## config.mk

```make
export PLATFORM = sky130hd
export DESIGN_NAME = ip_prefix_allow_list_top
export DESIGN_NICKNAME = d
export VERILOG_FILES = /design/src/hdl/ipal_pkg.sv /design/src/hdl/ip_prefix_allow_list_top.sv /design/src/hdl/ipal_front.sv /design/src/hdl/ipal_back.sv
export SDC_FILE = /design/constraint.sdc
export NUM_CORES = 2
export LEC_CHECK = 0
export BUFFER_PORTS_ARGS = -buffer_cell sky130_fd_sc_hd__buf_2
export CAP_MARGIN = 20
export CELL_PAD_IN_SITES_DETAIL_PLACEMENT = 1
export CELL_PAD_IN_SITES_GLOBAL_PLACEMENT = 1
export CORE_ASPECT_RATIO = 0.75
export CORE_MARGIN = 5
export CORE_UTILIZATION = 45
export DETAILED_ROUTE_END_ITERATION = 8
export PLACE_DENSITY = 0.75
export SYNTH_ARGS = -nofsm -noshare
export SYNTH_HDL_FRONTEND = slang
export SYNTH_SLANG_ARGS = --single-unit
```

## constraint.sdc

```tcl
create_clock -name clock -period 12.1 [get_ports clock]
set_clock_uncertainty 0.2 [all_clocks]
set_input_delay 3.63 -clock clock [delete_from_list [all_inputs] [get_ports clock]]
set_output_delay 3.63 -clock clock [all_outputs]
set_load 0.01 [all_outputs]
```

## src/hdl/ipal_pkg.sv

```systemverilog
`default_nettype none

package ipal_pkg;

   // Number of slots in each allow list.
   localparam int ENTRIES = 16;
   localparam int IDX_W = (ENTRIES > 1) ? $clog2(ENTRIES) : 1;
   localparam int CNT_W = $clog2(ENTRIES + 1);

   // Command codes on the request channel.
   localparam logic [1:0] CMD_WR_V4 = 2'd0;
   localparam logic [1:0] CMD_WR_V6 = 2'd1;
   localparam logic [1:0] CMD_CHECK = 2'd2;

   // Address family codes for checks.
   localparam logic [1:0] FAM_V4 = 2'd1;
   localparam logic [1:0] FAM_V6 = 2'd2;

   // Configuration register indexes.
   localparam logic REG_V4_COUNT = 1'b0;
   localparam logic REG_V6_COUNT = 1'b1;

   localparam logic [7:0] PLEN_MAX_V4 = 8'd32;
   localparam logic [7:0] PLEN_MAX_V6 = 8'd128;

   // Operation kinds handed from the front end to the back end.
   localparam logic [2:0] OP_WR_V4  = 3'd0;
   localparam logic [2:0] OP_WR_V6  = 3'd1;
   localparam logic [2:0] OP_CHK_V4 = 3'd2;
   localparam logic [2:0] OP_CHK_V6 = 3'd3;
   localparam logic [2:0] OP_ALLOW  = 3'd4;
   localparam logic [2:0] OP_NOP    = 3'd5;

   typedef struct packed {
      logic [1:0]  cmd;
      logic [1:0]  family;
      logic [3:0]  index;
      logic [63:0] addr_hi;
      logic [63:0] addr_lo;
      logic [7:0]  prefix_len;
   } req_type;

   typedef struct packed {
      logic       allowed;
      logic       matched;
      logic [3:0] match_index;
   } rsp_type;

   typedef struct packed {
      logic [2:0]  kind;
      logic [3:0]  slot;
      logic [63:0] addr_hi;
      logic [63:0] addr_lo;
      logic [7:0]  plen;
   } op_type;

   function automatic logic [31:0] mask32(input logic [5:0] len);
      return ~(32'hffff_ffff >> len);
   endfunction

   function automatic logic [127:0] mask128(input logic [7:0] len);
      return ~({128{1'b1}} >> len);
   endfunction

endpackage

`default_nettype wire

```

## src/hdl/ip_prefix_allow_list_top.sv

```systemverilog
// IP prefix allow list: checks client addresses against an IPv4 and an IPv6
// list of address/prefix entries.
// Request channel: a transfer happens when push is high and full is low.
// A request loads an entry (cmd write IPv4 / write IPv6), checks an address
// or is a no-op. Every request gives exactly one response, in request order.
// Response channel: the oldest response is on rsp_data while empty is low; a
// transfer happens when pop is high and empty is low.
// List lengths are set through csr_we / csr_index / csr_data; the user must
// set them only while idle, as the block does not enforce it. Writes, checks
// of another family and checks against an empty list are answered from the
// idle state. While the response queue has room, a scanning check compares
// one entry per cycle against its single entry read, up to the list count.
// Throughput: one request per cycle when no scan runs and the response queue
// has room; a scanning check holds the back end until its scan ends.
// A two-slot request queue and a two-slot response queue decouple the sides;
// if the receiver stalls, the back end halts once the response queue is full
// and full rises once the request queue fills in turn.
// Reset empties both queues and clears both counts; list entries keep no reset
// value and must be written before a check reaches them.
`default_nettype none

module ip_prefix_allow_list_top (
   input  wire logic              clock,
   input  wire logic              reset,
   input  wire logic              push,
   output logic                   full,
   input  wire ipal_pkg::req_type req_data,
   output logic                   empty,
   input  wire logic              pop,
   output ipal_pkg::rsp_type      rsp_data,
   input  wire logic              csr_we,
   input  wire logic              csr_index,
   input  wire logic [4:0]        csr_data
);

   logic             op_valid;
   logic             op_take;
   ipal_pkg::op_type op_data;

   ipal_front u_front (
      .clock    (clock),
      .reset    (reset),
      .push     (push),
      .full     (full),
      .req_data (req_data),
      .op_valid (op_valid),
      .op_data  (op_data),
      .op_take  (op_take)
   );

   ipal_back u_back (
      .clock     (clock),
      .reset     (reset),
      .csr_we    (csr_we),
      .csr_index (csr_index),
      .csr_data  (csr_data),
      .op_valid  (op_valid),
      .op_data   (op_data),
      .op_take   (op_take),
      .empty     (empty),
      .pop       (pop),
      .rsp_data  (rsp_data)
   );

endmodule

`default_nettype wire

```

## src/hdl/ipal_front.sv

```systemverilog
`default_nettype none

module ipal_front (
   input  wire logic             clock,
   input  wire logic             reset,
   input  wire logic             push,
   output logic                  full,
   input  wire ipal_pkg::req_type req_data,
   output logic                  op_valid,
   output ipal_pkg::op_type      op_data,
   input  wire logic             op_take
);

   ipal_pkg::op_type q_ff [2];
   logic             wr_ptr_ff, wr_ptr_in;
   logic             rd_ptr_ff, rd_ptr_in;
   logic [1:0]       cnt_ff, cnt_in;
   ipal_pkg::op_type op_in;
   logic             do_push, do_pop;

   // Decode and prefix saturation happen before the item enters the queue.
   always_comb begin
      op_in.slot    = req_data.index;
      op_in.addr_hi = req_data.addr_hi;
      op_in.addr_lo = req_data.addr_lo;
      op_in.plen    = req_data.prefix_len;
      case (req_data.cmd)
         ipal_pkg::CMD_WR_V4: begin
            op_in.kind = ipal_pkg::OP_WR_V4;
            if (req_data.prefix_len > ipal_pkg::PLEN_MAX_V4) begin
               op_in.plen = ipal_pkg::PLEN_MAX_V4;
            end
         end
         ipal_pkg::CMD_WR_V6: begin
            op_in.kind = ipal_pkg::OP_WR_V6;
            if (req_data.prefix_len > ipal_pkg::PLEN_MAX_V6) begin
               op_in.plen = ipal_pkg::PLEN_MAX_V6;
            end
         end
         ipal_pkg::CMD_CHECK: begin
            case (req_data.family)
               ipal_pkg::FAM_V4: op_in.kind = ipal_pkg::OP_CHK_V4;
               ipal_pkg::FAM_V6: op_in.kind = ipal_pkg::OP_CHK_V6;
               default:          op_in.kind = ipal_pkg::OP_ALLOW;
            endcase
         end
         default: op_in.kind = ipal_pkg::OP_NOP;
      endcase
   end

   assign full     = (cnt_ff == 2'd2);
   assign op_valid = (cnt_ff != 2'd0);
   assign op_data  = q_ff[rd_ptr_ff];
   assign do_push  = push && !full;
   assign do_pop   = op_take && op_valid;

   always_comb begin
      wr_ptr_in = do_push ? ~wr_ptr_ff : wr_ptr_ff;
      rd_ptr_in = do_pop ? ~rd_ptr_ff : rd_ptr_ff;
      cnt_in    = cnt_ff + {1'b0, do_push} - {1'b0, do_pop};
   end

   always_ff @(posedge clock) begin
      if (reset) begin
         wr_ptr_ff <= 1'b0;
         rd_ptr_ff <= 1'b0;
         cnt_ff    <= 2'd0;
      end else begin
         wr_ptr_ff <= wr_ptr_in;
         rd_ptr_ff <= rd_ptr_in;
         cnt_ff    <= cnt_in;
      end
   end

   always_ff @(posedge clock) begin
      if (do_push) begin
         q_ff[wr_ptr_ff] <= op_in;
      end
   end

endmodule

`default_nettype wire

```

## src/hdl/ipal_back.sv

```systemverilog
`default_nettype none

module ipal_back (
   input  wire logic              clock,
   input  wire logic              reset,
   input  wire logic              csr_we,
   input  wire logic              csr_index,
   input  wire logic [4:0]        csr_data,
   input  wire logic              op_valid,
   input  wire ipal_pkg::op_type  op_data,
   output logic                   op_take,
   output logic                   empty,
   input  wire logic              pop,
   output ipal_pkg::rsp_type      rsp_data
);

   localparam logic ST_IDLE = 1'b0;
   localparam logic ST_SCAN = 1'b1;

   localparam int IW = ipal_pkg::IDX_W;
   localparam int CW = ipal_pkg::CNT_W;

   // No-reset entry flops; user must have slots written before read, unenforced.
   logic [31:0]  v4_addr_ff [ipal_pkg::ENTRIES];
   logic [5:0]   v4_len_ff  [ipal_pkg::ENTRIES];
   logic [63:0]  v6_hi_ff   [ipal_pkg::ENTRIES];
   logic [63:0]  v6_lo_ff   [ipal_pkg::ENTRIES];
   logic [7:0]   v6_len_ff  [ipal_pkg::ENTRIES];

   logic [4:0]   v4_count_ff, v6_count_ff;
   logic         state_ff, state_in;
   logic [IW-1:0] idx_ff, idx_in;
   logic [CW-1:0] n_ff, n_in;
   logic [CW-1:0] n_v4, n_v6;
   logic         scan_v6_ff, scan_v6_in;
   logic [63:0]  scan_hi_ff, scan_hi_in;
   logic [63:0]  scan_lo_ff, scan_lo_in;

   ipal_pkg::rsp_type res_q_ff [2];
   logic         res_wr_ff, res_rd_ff;
   logic [1:0]   res_cnt_ff, res_cnt_in;
   logic         res_push, res_pop, res_room;
   ipal_pkg::rsp_type res_in;

   logic         wr_v4, wr_v6, slot_ok;
   logic [IW-1:0] wr_idx;
   logic         hit_v4, hit_v6, hit, last;

   always_comb begin
      n_v4 = (32'(v4_count_ff) > ipal_pkg::ENTRIES) ?
             CW'(ipal_pkg::ENTRIES) : CW'(v4_count_ff);
      n_v6 = (32'(v6_count_ff) > ipal_pkg::ENTRIES) ?
             CW'(ipal_pkg::ENTRIES) : CW'(v6_count_ff);
   end

   assign slot_ok = (32'(op_data.slot) < ipal_pkg::ENTRIES);
   assign wr_idx  = IW'(op_data.slot);

   // One entry is compared per cycle while scanning and the result queue has room.
   assign hit_v4 = (((scan_lo_ff[31:0] ^ v4_addr_ff[idx_ff]) &
                     ipal_pkg::mask32(v4_len_ff[idx_ff])) == 32'd0);
   assign hit_v6 = ((({scan_hi_ff, scan_lo_ff} ^ {v6_hi_ff[idx_ff], v6_lo_ff[idx_ff]}) &
                     ipal_pkg::mask128(v6_len_ff[idx_ff])) == 128'd0);
   assign hit    = scan_v6_ff ? hit_v6 : hit_v4;
   assign last   = ((CW'(idx_ff) + CW'(1)) == n_ff);

   assign res_room = (res_cnt_ff != 2'd2);

   always_comb begin
      state_in   = state_ff;
      idx_in     = idx_ff;
      n_in       = n_ff;
      scan_v6_in = scan_v6_ff;
      scan_hi_in = scan_hi_ff;
      scan_lo_in = scan_lo_ff;
      op_take    = 1'b0;
      res_push   = 1'b0;
      res_in     = '0;
      wr_v4      = 1'b0;
      wr_v6      = 1'b0;
      case (state_ff)
         ST_IDLE: begin
            if (op_valid && res_room) begin
               op_take = 1'b1;
               case (op_data.kind)
                  ipal_pkg::OP_WR_V4: begin
                     wr_v4    = slot_ok;
                     res_push = 1'b1;
                  end
                  ipal_pkg::OP_WR_V6: begin
                     wr_v6    = slot_ok;
                     res_push = 1'b1;
                  end
                  ipal_pkg::OP_ALLOW: begin
                     res_push       = 1'b1;
                     res_in.allowed = 1'b1;
                  end
                  ipal_pkg::OP_CHK_V4, ipal_pkg::OP_CHK_V6: begin
                     scan_v6_in = (op_data.kind == ipal_pkg::OP_CHK_V6);
                     n_in       = scan_v6_in ? n_v6 : n_v4;
                     scan_hi_in = op_data.addr_hi;
                     scan_lo_in = op_data.addr_lo;
                     idx_in     = '0;
                     if (n_in == '0) begin
                        // An empty list lets every address of its family through.
                        res_push       = 1'b1;
                        res_in.allowed = 1'b1;
                     end else begin
                        state_in = ST_SCAN;
                     end
                  end
                  default: begin
                     res_push = 1'b1;
                  end
               endcase
            end
         end
         ST_SCAN: begin
            if (res_room) begin
               if (hit) begin
                  res_push           = 1'b1;
                  res_in.allowed     = 1'b1;
                  res_in.matched     = 1'b1;
                  res_in.match_index = 4'(idx_ff);
                  state_in           = ST_IDLE;
               end else if (last) begin
                  res_push = 1'b1;
                  state_in = ST_IDLE;
               end else begin
                  idx_in = idx_ff + IW'(1);
               end
            end
         end
         default: state_in = ST_IDLE;
      endcase
   end

   always_ff @(posedge clock) begin
      if (reset) begin
         state_ff    <= ST_IDLE;
         v4_count_ff <= 5'd0;
         v6_count_ff <= 5'd0;
      end else begin
         state_ff <= state_in;
         if (csr_we && (csr_index == ipal_pkg::REG_V4_COUNT)) begin
            v4_count_ff <= csr_data;
         end
         if (csr_we && (csr_index == ipal_pkg::REG_V6_COUNT)) begin
            v6_count_ff <= csr_data;
         end
      end
   end

   always_ff @(posedge clock) begin
      idx_ff     <= idx_in;
      n_ff       <= n_in;
      scan_v6_ff <= scan_v6_in;
      scan_hi_ff <= scan_hi_in;
      scan_lo_ff <= scan_lo_in;
      if (wr_v4) begin
         v4_addr_ff[wr_idx] <= op_data.addr_lo[31:0];
         v4_len_ff[wr_idx]  <= op_data.plen[5:0];
      end
      if (wr_v6) begin
         v6_hi_ff[wr_idx]  <= op_data.addr_hi;
         v6_lo_ff[wr_idx]  <= op_data.addr_lo;
         v6_len_ff[wr_idx] <= op_data.plen;
      end
   end

   // Result queue: two slots, so a scan can finish while the receiver stalls.
   assign empty      = (res_cnt_ff == 2'd0);
   assign rsp_data   = res_q_ff[res_rd_ff];
   assign res_pop    = pop && !empty;
   assign res_cnt_in = res_cnt_ff + {1'b0, res_push} - {1'b0, res_pop};

   always_ff @(posedge clock) begin
      if (reset) begin
         res_wr_ff  <= 1'b0;
         res_rd_ff  <= 1'b0;
         res_cnt_ff <= 2'd0;
      end else begin
         res_cnt_ff <= res_cnt_in;
         if (res_push) begin
            res_wr_ff <= ~res_wr_ff;
         end
         if (res_pop) begin
            res_rd_ff <= ~res_rd_ff;
         end
      end
   end

   always_ff @(posedge clock) begin
      if (res_push) begin
         res_q_ff[res_wr_ff] <= res_in;
      end
   end

   a_scan_in_range : assert property (@(posedge clock) disable iff (reset)
      (state_ff == ST_SCAN) |-> (CW'(idx_ff) < n_ff))
      else $error("scan index beyond the list count");

   a_no_overflow : assert property (@(posedge clock) disable iff (reset)
      res_push |-> (res_cnt_ff != 2'd2))
      else $error("result pushed into a full queue");

   a_take_when_idle : assert property (@(posedge clock) disable iff (reset)
      op_take |-> (state_ff == ST_IDLE))
      else $error("operation taken during a scan");

   a_match_allows : assert property (@(posedge clock) disable iff (reset)
      (res_push && res_in.matched) |-> res_in.allowed)
      else $error("matched result not allowed");

   a_scan_ends : assert property (@(posedge clock) disable iff (reset)
      ((state_ff == ST_SCAN) && res_room && (hit || last)) |=> (state_ff == ST_IDLE))
      else $error("scan did not finish after its final entry");

endmodule

`default_nettype wire

```

==> results.cfg <==
[synth]
synth_edf_count = 3220
post-synth-top-count-cell = edfxtp_1
yosys_warnings = 0
yosys-top-cells-area = edfxtp_1, mux4_2, mux2i_1
ys_seq_elements = 3245
yosys.area.top_type_share_pct = 76.13
yosysSeqAreaShare_pct = 76.52
yosysTopAreaCell = edfxtp_1
ys_types = 101
synth_nets = 6115
synthCells = 5955
synthesis.area_um2 = 127000
synth_top_flop_cell = edfxtp_1
synth_common_cells = edfxtp_1, mux4_2, mux2i_1
avgSynthCellArea_um2 = 21.33
ys_async_sr_fraction_pct = 0

[timing]
max_slew_margin_pct = 15.78
fin_crit_ns = 7.618
tns_ns = 0
period_share_pct = 62.96
setup_violations = 0
holdWs_ns = 0.2568
final-max-slew-violation-count = 0
clock.fmax_ghz = 0.1313
rsz0062_at_grt = no
hold_viol = 0
tightest_slew_ns = 1.250

[global_routing]
first_global_vias = 67460
grt_start_max_net_pins = 116
grt_pass1_wl_mm = 522.1
grt-ovfl-total = 0
antenna_found_initial = 15
grt_use_total_pct = 24.80

[placement]
dpl.cell_count = 9738
gp_congestion = 0.9046
port_buffers = 162
dp_hpwl_mm = 207.3

[critical_path]
cp_max_fo = 52
worst_ep_required_time_ns = 12.42
critPathCapture = u_back.res_q_ff[1][4]$_DFFE_PP_
crit_arrival_ns = 7.94
end_kind = flip-flop
worst-setup-path-type = flip-flop to flip-flop
cp-start-kind = flip-flop
rr_endpoint = u_back.res_q_ff[1][4]$_DFFE_PP_
rr_worst_depth = 13
r2r_slack_ns = 4.48

[cells_and_area]
final-seq-area_um2 = 97210
fin_cells = 10290
multiInputGateArea_um2 = 28070
area_growth_pct = 11.92
fillerInstances = 24750
drive_above_1_share_pct = 25.63
finish.net_count = 6473

[hold_path]
hold_class = flip-flop to flip-flop

[clocking]
post_cts_resized = 0
cts_hold_buffers = 0
cts_setup_buffers = 0
ctsRootBufferMaster = clkbuf_16
path_clk_slew_ns = 0.07
cts_buffer_depth = 4
cts_tree = done
clk_latency_ns = 0.89
cts.htree.levels = 5
cts_buffers = 312
cts_num_sinks = 3245

[routing]
antenna_left = 0
viasPerCell = 6.347
vias = 65290
first_pass_iters = 7
drt_wl_total_mm = 369.0
first_iter_violations = 9015
wl_per_cell_um = 35.87
drcViolationCount = 0

[floorplan]
dieArea_um2 = 293100
num_rows = 168
start_util_pct = 45.33
core_um2 = 280200
die_y_um = 470.1
ios = 163
die_x_um = 623.5

[pwr]
p_leak_nw = 44.86
p_per_area_nw_per_um2 = 247.9
vdd_drop_max_mv = 0.2410

[status]
status = finished clean

[job]
maxCapViolCount = 0
critical path, stage by stage (launching register included):
cell and delay, ns:
dfxtp_4 0.98, buf_4 0.81, buf_4 0.62, mux4_2 0.60
mux2i_1 0.50, nand4_1 0.24, o2111ai_1 0.20, a21oi_1 0.10
a2111oi_0 0.68, nand4bb_1 0.21, nor4_2 0.89, a41oi_2 0.24
o21a_1 0.30, a21oi_1 0.58
cell type report:
cell class | instances | area share (%)
antenna | 5 | 0.008802
clock inverter | 171 | 1.128
timing repair buffer | 326 | 1.583
sequential | 3245 | 68.39
multi-input combinational | 2389 | 19.75
inverter | 39 | 0.1153
tap | 3740 | 3.292
clock buffer | 372 | 5.741
power by group:
group          switching [mW]  internal, mW
Combinational            7.71          3.73
Clock                    4.20          5.40
Sequential              0.277          13.9
registers in the layout (all words and copies together), names as in the netlist, 2 cells and up, named ones only:
name,cells
u_back.v6_hi_ff,1024
u_back.v6_lo_ff,1024
u_back.v4_addr_ff,512
u_front.q_ff,286
u_back.v6_len_ff,128
u_back.v4_len_ff,96
u_back.scan_hi_ff,64
u_back.scan_lo_ff,64
u_back.res_q_ff,12
u_back.n_ff,5
u_back.v4_count_ff,5
u_back.v6_count_ff,5
u_back.idx_ff,4
u_back.res_cnt_ff,2
u_front.cnt_ff,2
layer usage:
| layer | routed length, um | vias to the layer above | GRT usage [%] |
|---|---|---|---|
| li1 | - | 25570 | - |
| met1 | 146500 | 35100 | 35.07 |
| met2 | 173800 | 3925 | 39.04 |
| met3 | 35420 | 691 | 4.799 |
| met4 | 13230 | 8 | 8.250 |
| met5 | 50 | - | 0 |
worst min path at each step:
| stage | from | to | slack [ns] | cells past startpoint |
|---|---|---|---|---|
| finish | u_back.v6_count_ff[2]$_SDFFE_PP0P_ | u_back.v6_count_ff[2]$_SDFFE_PP0P_ | 0.26 | 2 |
| global route | u_back.v6_count_ff[3]$_SDFFE_PP0P_ | u_back.v6_count_ff[3]$_SDFFE_PP0P_ | 0.29 | 2 |
| CTS | u_back.v6_count_ff[2]$_SDFFE_PP0P_ | u_back.v6_count_ff[2]$_SDFFE_PP0P_ | 0.26 | 2 |
| detailed placement | u_back.v6_count_ff[2]$_SDFFE_PP0P_ | u_back.v6_count_ff[2]$_SDFFE_PP0P_ | 0.25 | 2 |
| global placement | u_back.v6_count_ff[3]$_SDFFE_PP0P_ | u_back.v6_count_ff[3]$_SDFFE_PP0P_ | 0.25 | 2 |
| floorplan | u_back.v6_count_ff[1]$_SDFFE_PP0P_ | u_back.v6_count_ff[1]$_SDFFE_PP0P_ | 0.24 | 2 |
placed cells by master, fill, tap and decap left out, types with 95 or more instances in the layout:
cell,netlist,final
buf_2,81,162
buf_4,60,145
clkbuf_16,0,318
edfxtp_1,3220,3220
mux2_2,165,165
mux2i_1,285,285
mux4_2,656,656
nand2_1,180,180
nor2_1,141,106
xnor2_1,101,95
logic make-up after synthesis:
logic type / Yosys count / synth area share (%)
DFF: 3245 / 76.52
muxes: 1111 / 15.42
adders and majority gates: 7 / 0.06502
xor gates and xnor gates: 142 / 0.9910
buffers and inverters: 321 / 1.643
and+or+nand+nor: 657 / 2.648
AOI/OAI and AO/OA: 472 / 2.704
stage by stage:
| step | setup slack, ns | utilization, % | cell area [um^2] | power (mW) |
|---|---|---|---|---|
| 2_1_floorplan | 1.598 | - | 127000 | 21.29 |
| 3_3_place_gp | 4.753 | 47.24 | 132400 | 25.33 |
| 3_5_place_dp | 4.680 | 47.24 | 132400 | 25.65 |
| 4_1_cts | 4.556 | 50.73 | 142100 | 35.21 |
| 5_1_grt | 4.314 | 50.73 | 142100 | 36.31 |
| 6_report | 4.482 | 50.73 | 142200 | 35.24 |
Note: power is estimated with default switching activity, not from simulation.
